==> src/rtl/tlbe_pkg.sv <==
// Shared types and constants for the tree leaf box extractor.
// Used by every module under rtl/; depends on nothing.
package tlbe_pkg;

  // Default sizes
  localparam int unsigned MaxNodesDef = 1024;
  localparam int unsigned MaxDepthDef = 16;
  localparam int unsigned FeaturesDef = 16;

  // Operation codes of an input word
  localparam logic OP_LOAD = 1'b0;
  localparam logic OP_NEXT = 1'b1;

  // Configuration register indexes
  localparam logic CFG_TREE_CLASS = 1'b0;
  localparam logic CFG_FIRST_LEAF = 1'b1;

  // One stored tree node
  typedef struct packed {
    logic [9:0]         left;
    logic [9:0]         right;
    logic               leaf;
    logic signed [31:0] split;
    logic [3:0]         feat;
    logic signed [31:0] score;
  } node_t;

  // Control from the sequencer to the bounds unit
  typedef struct packed {
    logic clear;
    logic upd;
    logic shift;
  } bnd_ctrl_t;

endpackage

==> src/rtl/tlbe_bounds.sv <==
// Per-feature box bounds: one shared signed comparator folds one path level
// per cycle; results leave through entry 0 of a shift line.
// Depends on tlbe_pkg (bnd_ctrl_t).
module tlbe_bounds #(
  parameter int unsigned Features = tlbe_pkg::FeaturesDef,
  localparam int unsigned KW      = (Features > 1) ? $clog2(Features) : 1
) (
  input  logic                clk_i,
  input  logic                rst_ni,
  input  tlbe_pkg::bnd_ctrl_t ctrl_i,
  input  logic [3:0]          feat_i,
  input  logic signed [31:0]  split_i,
  input  logic                left_i,
  output logic signed [31:0]  lo_o,
  output logic signed [31:0]  hi_o,
  output logic                lo_ok_o,
  output logic                hi_ok_o
);

  logic signed [31:0] lo_q [Features];
  logic signed [31:0] hi_q [Features];
  logic [Features-1:0] lo_ok_q, hi_ok_q;

  logic [KW-1:0]      idx;
  logic               feat_ok;
  logic signed [31:0] cur;
  logic               cur_ok;
  logic               better;

  // shared compare against the bound this level touches
  always_comb begin
    idx     = KW'(feat_i);
    feat_ok = 32'(feat_i) < Features;
    cur     = left_i ? hi_q[idx] : lo_q[idx];
    cur_ok  = left_i ? hi_ok_q[idx] : lo_ok_q[idx];
    better  = left_i ? (split_i < cur) : (split_i > cur);
  end

  always_ff @(posedge clk_i or negedge rst_ni) begin
    if (!rst_ni) begin
      lo_ok_q <= '0;
      hi_ok_q <= '0;
      for (int i = 0; i < Features; i++) begin
        lo_q[i] <= '0;
        hi_q[i] <= '0;
      end
    end else if (ctrl_i.clear) begin
      lo_ok_q <= '0;
      hi_ok_q <= '0;
      for (int i = 0; i < Features; i++) begin
        lo_q[i] <= '0;
        hi_q[i] <= '0;
      end
    end else if (ctrl_i.upd) begin
      if (feat_ok && (!cur_ok || better)) begin
        if (left_i) begin
          hi_q[idx]    <= split_i;
          hi_ok_q[idx] <= 1'b1;
        end else begin
          lo_q[idx]    <= split_i;
          lo_ok_q[idx] <= 1'b1;
        end
      end
    end else if (ctrl_i.shift) begin
      for (int i = 0; i < Features - 1; i++) begin
        lo_q[i] <= lo_q[i+1];
        hi_q[i] <= hi_q[i+1];
      end
      lo_q[Features-1] <= '0;
      hi_q[Features-1] <= '0;
      lo_ok_q <= lo_ok_q >> 1;
      hi_ok_q <= hi_ok_q >> 1;
    end
  end

  assign lo_o    = lo_q[0];
  assign hi_o    = hi_q[0];
  assign lo_ok_o = lo_ok_q[0];
  assign hi_ok_o = hi_ok_q[0];

endmodule

==> config.mk <==
export PLATFORM = sky130hd
export DESIGN_NAME = tlbe_bounds
export DESIGN_NICKNAME = d
export VERILOG_FILES = /design/src/rtl/tlbe_pkg.sv /design/src/rtl/tlbe_bounds.sv
export SDC_FILE = /design/constraint.sdc
export NUM_CORES = 2
export LEC_CHECK = 0
export BUFFER_PORTS_ARGS = -buffer_cell sky130_fd_sc_hd__buf_2
export CAP_MARGIN = 20
export CELL_PAD_IN_SITES_DETAIL_PLACEMENT = 0
export CELL_PAD_IN_SITES_GLOBAL_PLACEMENT = 2
export CORE_MARGIN = 5
export CORE_UTILIZATION = 45
export DETAILED_ROUTE_END_ITERATION = 8
export PLACE_DENSITY_LB_ADDON = 0.12
export SYNTH_ARGS = -nofsm -noshare
export SYNTH_HDL_FRONTEND = slang
export SYNTH_SLANG_ARGS = --single-unit
export TNS_END_PERCENT = 1
==> constraint.sdc <==
create_clock -name clk_i -period 4.7 [get_ports clk_i]
set_clock_uncertainty 0.15 [all_clocks]
set_input_delay 1.41 -clock clk_i [delete_from_list [all_inputs] [get_ports clk_i]]
set_output_delay 1.41 -clock clk_i [all_outputs]
set_load 0.005 [all_outputs]
# Word-level counts from Yosys, hierarchy flattened
# Index checks and enable logic that the tools add are counted.
op_classes:
  add_sub_neg: 0
  mul: 0
  div: 0
  n_lt_le_gt_ge: 6
  eq_ne: 3
  shift: 0
  n_mux: 39
  bitwise_logic: 3
  reduce_logical: 7
ops:
  columns: ["operator", "count"]
  rows:
  - ["512-bit 2-to-1 mux", 10]
  - ["512-bit bitwise mux", 2]
  - ["32-bit binary-select mux with 4-bit select", 2]
  - ["32-bit 2-to-1 mux", 6]
  - ["16-bit 2-to-1 mux", 10]
  - ["32-bit demux with 4-bit select", 1]
  - ["32-bit > comparator", 1]
  - ["32-bit < comparator", 1]
  - ["16-bit OR", 2]
  - ["1-bit binary-select mux with 4-bit select", 2]
  - ["3-bit by 1-bit != test with 1-bit output, second input constant", 2]
  - ["3-bit AND reduction", 2]
  - ["5-bit >= comparator, second input constant", 1]
  - ["4-bit by 5-bit < comparator with 1-bit output, second input constant", 1]
  - ["5-bit by 1-bit < comparator with 1-bit output, second input constant", 1]
  - ["1-bit 2-to-1 mux", 5]
  - ["4-bit inverter with 5-bit output", 1]
  - ["1-bit demux with 4-bit select", 1]
  - ["4-bit by 1-bit >= comparator with 1-bit output, second input constant", 1]
  - ["3-bit != test, second input constant", 1]
  - ["3-bit nonzero test", 1]
  - ["1-bit logical AND", 2]
  - ["1-bit logical NOT", 1]
  - ["1-bit logical OR", 1]
word_totals:
  ff_bits: 1056
  latch_bits: 0
  ram_bits: 0
  mem_bits_ro: 0
  output_inout_bits: 66
  mem_count: 0

# Longest topological paths before layout
depth:
  ltp_word: 11
  depth_mapped: 19
  mapped_depth_nobuf: 12

# Least setup slack after synthesis
# Ideal clock, no wire load.
synth_timing:
  path_kind: "input -> register"
  start: "input port feat_i[0]"
  end: "register hi_q[321] (netlist bit)"
  setup_ps: 127
  arrival_time_ps: 6411
  required_time_ps: 4423
  path_slack_ps: -1988
  cell_stages: 18
  cell_sequence: "buf_4 > clkbuf_1 > buf_2 > buf_1 > mux4_2 > mux4_2 > mux2i_1 > ha_1 > nand4_2 > o221ai_1 > a211oi_1 > nand3_1 > o211a_2 > buf_4 > buf_6 > o41ai_4 > buf_6 > mux2_1"
synth_between:
  elab_chain_len: 10
  word_cells_on_any_way: 30
  cone_classes: "4 x order compare; 1 x eq/ne; 20 x mux; 1 x bitwise; 4 x reduce/logical"
synth_lines:
  columns: ["element", "line", "rtl"]
  rows:
  - ["from (decl)", "tlbe_bounds.sv:11", "input logic [3:0] feat_i,"]
  - ["4-bit inverter with 5-bit output (implied by the code)", "tlbe_bounds.sv:34, tlbe_bounds.sv:57", null]
  - ["32-bit binary-select mux with 4-bit select (tied with other cells)", "tlbe_bounds.sv:34", "cur = left_i ? hi_q[idx] : lo_q[idx];"]
  - ["32-bit 2-to-1 mux (implied by the code) or 1-bit logical AND (tied branches)", "tlbe_bounds.sv:34, tlbe_bounds.sv:57", null]
  - ["32-bit 2-to-1 mux, on equally long branches", "tlbe_bounds.sv:34, tlbe_bounds.sv:57", null]
  - ["32-bit 2-to-1 mux or 32-bit demux with 4-bit select (tied branches)", "tlbe_bounds.sv:34, tlbe_bounds.sv:57", null]
  - ["32-bit > comparator (tied with other cells)", "tlbe_bounds.sv:36", "better = left_i ? (split_i < cur) : (split_i > cur);"]
  - ["1-bit 2-to-1 mux or 512-bit 2-to-1 mux (tied branches)", "tlbe_bounds.sv:36, tlbe_bounds.sv:56", null]
  - ["1-bit logical OR or 512-bit 2-to-1 mux (tied branches)", "tlbe_bounds.sv:55", "if (feat_ok && (!cur_ok || better)) begin"]
  - ["3-bit by 1-bit != test with 1-bit output (no source line) or 512-bit 2-to-1 mux (tied branches)", null, null]
  - ["3-bit AND reduction (no source line) or 512-bit 2-to-1 mux (tied branches)", null, null]
  - ["to (signal, indexed assignment)", "tlbe_bounds.sv:57", "hi_q[idx] <= split_i;"]
  - ["to (signal, indexed assignment)", "tlbe_bounds.sv:67", "hi_q[i] <= hi_q[i+1];"]
  - ["to (decl)", "tlbe_bounds.sv:21", "logic signed [31:0] hi_q [Features];"]
# Several ways; a longest one is shown, not always the timed one. The select of a mux whose other input is x is not followed.
# A chain may end at the register's enable or synchronous reset.

# Worst setup path after layout
layout_timing:
  start: "input port feat_i[0]"
  end: "register hi_q[176] (netlist bit)"
# The elaborated chain is that of the path after synthesis.

==> metrics.md <==
| Metric | Value |
|---|---|
| Worst hold endpoint | lo_o[11] |
| Cells after DPL | 6706 |
| Commonest non-fill, non-tap cell in the layout | dfrtp_1 |
| Final WS setup | -0.8360 ns |
| Critical Path, Cell by Cell | buf_16, buf_12, clkbuf_16, buf_12, mux4_2, mux4_2, mux2i_1, ha_1, nand2_1, buf_4, nor4_4, buf_4, buf_6, nand2_4, a41oi_2, buf_4, o211a_4, buf_12, o41ai_4, buf_6, clkbuf_16, mux2_4 |
| Yosys reg bits | between 1000 and 1500 |
| CP arrival | 5.99 ns |
| Final total power | 21.96 mW |
| Syn_nets | approximately 5000 |
| Antenna fix cells | 0 |
| VDD IR max | 275.6 uV |
| CP Capture Type | flop |
| Clk slew on worst S/H paths | ~0.060 ns |
| Root Driver | clkbuf_16 |
| Crit path max fanout | 8 |
| Detailed Place HPWL | 132.9 mm |
| Clock buffer depth | 3 |
| Worst path slowest cell | mux4_2 |
| DRC Markers | 0 |
| Required @ worst endpoint | 5.15 ns |
| Period Utilization, post-route | 1.178 |
| Via density | 6.777 |
| Async SR Flop Fraction | 1.000 |
| Pin count of the biggest net entering global routing | 226 |
| Commonest non-fill, non-tap cells in the layout | 1056 x dfrtp_1, 959 x a22oi_1, 548 x buf_4 |
| Placed inst area | 64750 um^2 |
| R2R Path End | hi_q[176] |
| Synth Instances | 4898 |
| Wire length on met3 | 16.41 mm |
| Unrepaired setup endpoints after global routing | yes |
| Max Cap Viol | 0 |
| Area of the die | ~140000 um^2 |
| Nets | 5228 |
| Synth warn | 0 |
| Die H | approximately 370 um |
| Antenna Violating Nets Remaining | 0 |
| Relative slew slack | 0.1438 |
| Worst path max stage delay | 0.60 ns |
| Via count of the first global-routing pass | around 47000 |
| Fmax | 180.6 MHz |
| Slew Limit Fails | 0 |
| Number of enable flip-flop cells after synthesis | 0 |
| 1st-iter DRT viols | 5256 |
| Vias | 47420 |
| Min-Delay Path Class | reg -> reg |
| Port Buffers | 107 |
| Fin cells | around 7000 |
| Top sig layer | met5 |
| Post-Syn Area | just under 60000 um^2 |
| Mean routed wirelength per cell | slightly above 30 um |
| Initial Util | 0.4531 |
| GP Congestion | about 0.85 |
| Io pins | 108 |
| Failing checks | negative setup slack |
| Leak Pwr | 30.13 nW |
| Syn_area_per_cell | about 12 um^2 |
| Status | complete, but fails checks |
| Clk_lat worst skew | 0.73 ns |
| Final Hold Viols | 0 |
| Main synth FF type | dfrtp_1 |
| Drt first pass iters | 6 |
| Worst hold path depth | 1 |
| Core area | 129500 um^2 |
| Area contributors post-synth | dfrtp_1 45%, mux4_2 13%, a22oi_1 12% |
| R2R Path Start | lo_o[31] |
| Worst Setup Path Type | in -> reg |
| Initial antenna violation count | 4 |
| PwrDens | about 310 nW/um^2 |
| Die X | 371.1 um |
| TritonCTS clock tree | yes |
| Total wire length | 217.5 mm |
| Routed wl met2 | 99.33 mm |
| Cell taking the most area after synthesis | dfrtp_1 |
| Aggregate global-route resource usage | 0.3088 |
| Clock buffer count from CTS | between 100 and 150 |
| Fin crit period | 5.536 ns |
| # rows | roughly 130 |
| Flop2flop setup slack | -0.10 ns |
| H-Tree Depth | 3 |
| Synth top area share | 0.4504 |
| Yosys cell types | 46 |
| Share of cells above drive strength 1 | 0.3167 |
| Overflow after GRT | 0 |
| Worst Hold Launch | lo_o[11] |
| Area grow syn2layout | 19.84% |
| Final setup viols | between 1000 and 1500 |
| Crit path launch type | input port |
| Post-layout util | 0.5430 |
| First-pass GRT wire length | 324.2 mm |
| Clk sink count | 1056 |
| Final instance area | 70310 um^2 |
| Seq/Total Area, Yosys | 0.4504 |
| Worst Tran Pin Value | around 1.3 ns |
| Worst reg2reg path depth | 16 |
| Wl on met1 | between 90 and 100 mm |
-- cells by family (layout without fill, tap and decap cells) --
family	Yosys count	after routing	share of synthesized area
buf+inv	691	1047	0.05268
flops	1056	1056	0.4504
mux	842	842	0.2239
fa+ha+maj	32	32	0.006824
compound gates	1634	1634	0.2232
simple gates	643	643	0.04304
-- cell type report --
type | count | area (um^2)
clock buffers | 179 | 3528
clock inverters | 43 | 536.8
fillers | 11110 | 59170
inverters | 20 | 83.83
multi-input cells | 3151 | 29920
flip-flops and latches | 1056 | 26430
well taps | 1742 | 2180
repair buffers | 805 | 7639
-- power breakdown --
part	internal (mW)	leakage [nW]	switching [mW]	total (mW)
combinational	0.943	13.4	1.89	2.83
clock	5.81	2.00	4.02	9.83
sequential	9.21	14.7	0.0891	9.30
total	16.0	30.1	6.00	22.0
-- Yosys cell counts (all sizes together) (5+ instances only) --
cell type	n
dfrtp	1056
a22oi	959
nor2	535
clkbuf	496
mux2	481
o2bb2ai	480
mux4	328
buf	175
a22o	64
nand2	60
o211ai	45
mux2i	33
ha	32
inv	20
nor3	19
a211oi	16
a21oi	15
a31oi	15
o41ai	15
nand3	8
nand4	7
o21ai	7
nor2b	6
o21a	5
-- timing repair --
item                        CTS  global route
setup buffers                26            30
resized for setup            84           105
pin swaps                    31            23
cloned                        6             8
setup endpoints to repair  1056          1056
hold buffers                  0             0
-- state kept, by name (all words and copies together) (netlist names) --
name,cells
lo_q,480
lo_o,32
lo_ok_q,16
hi_q,480
hi_o,32
hi_ok_q,16
-- how the worst max path moves through the flow --
stage,start,to,cells past startpoint
4_1_cts,feat_i[0],hi_q[312],18
5_1_grt,feat_i[0],hi_q[178],18
3_5_place_dp,feat_i[0],hi_q[312],17
6_report,feat_i[0],hi_q[176],22
3_3_place_gp,feat_i[0],hi_q[311],17
2_1_floorplan,feat_i[0],hi_q[321],18
-- critical path: cells and delay by family --
kind                       cells  cell delay (ns)
AOI/OAI and AO/OA              3             0.70
muxes                          4             1.69
and+or+nand+nor                3             0.20
buffers and inverters         11             1.63
adders and majority gates      1             0.27
-- stage by stage --
step                TNS (ns)  setup WS, ns  hold slack, ns
floorplan            -902.31        -1.010          0.3232
global placement    -1814.01        -1.866          0.3396
detailed placement  -1820.61        -1.921          0.3427
CTS                  -647.49       -0.7670          0.3578
global route         -747.71       -0.8739          0.3713
finish               -723.39       -0.8360          0.3527
-- layer usage --
layer | GRT usage | vias up
met1 | 0.4602 | 25430
met2 | 0.4721 | 1979
met3 | 0.05361 | 272
met4 | 0.07415 | 4
met5 | 0.003561 | -
li1 | - | 19730
Power figures use the tool's default switching activity.
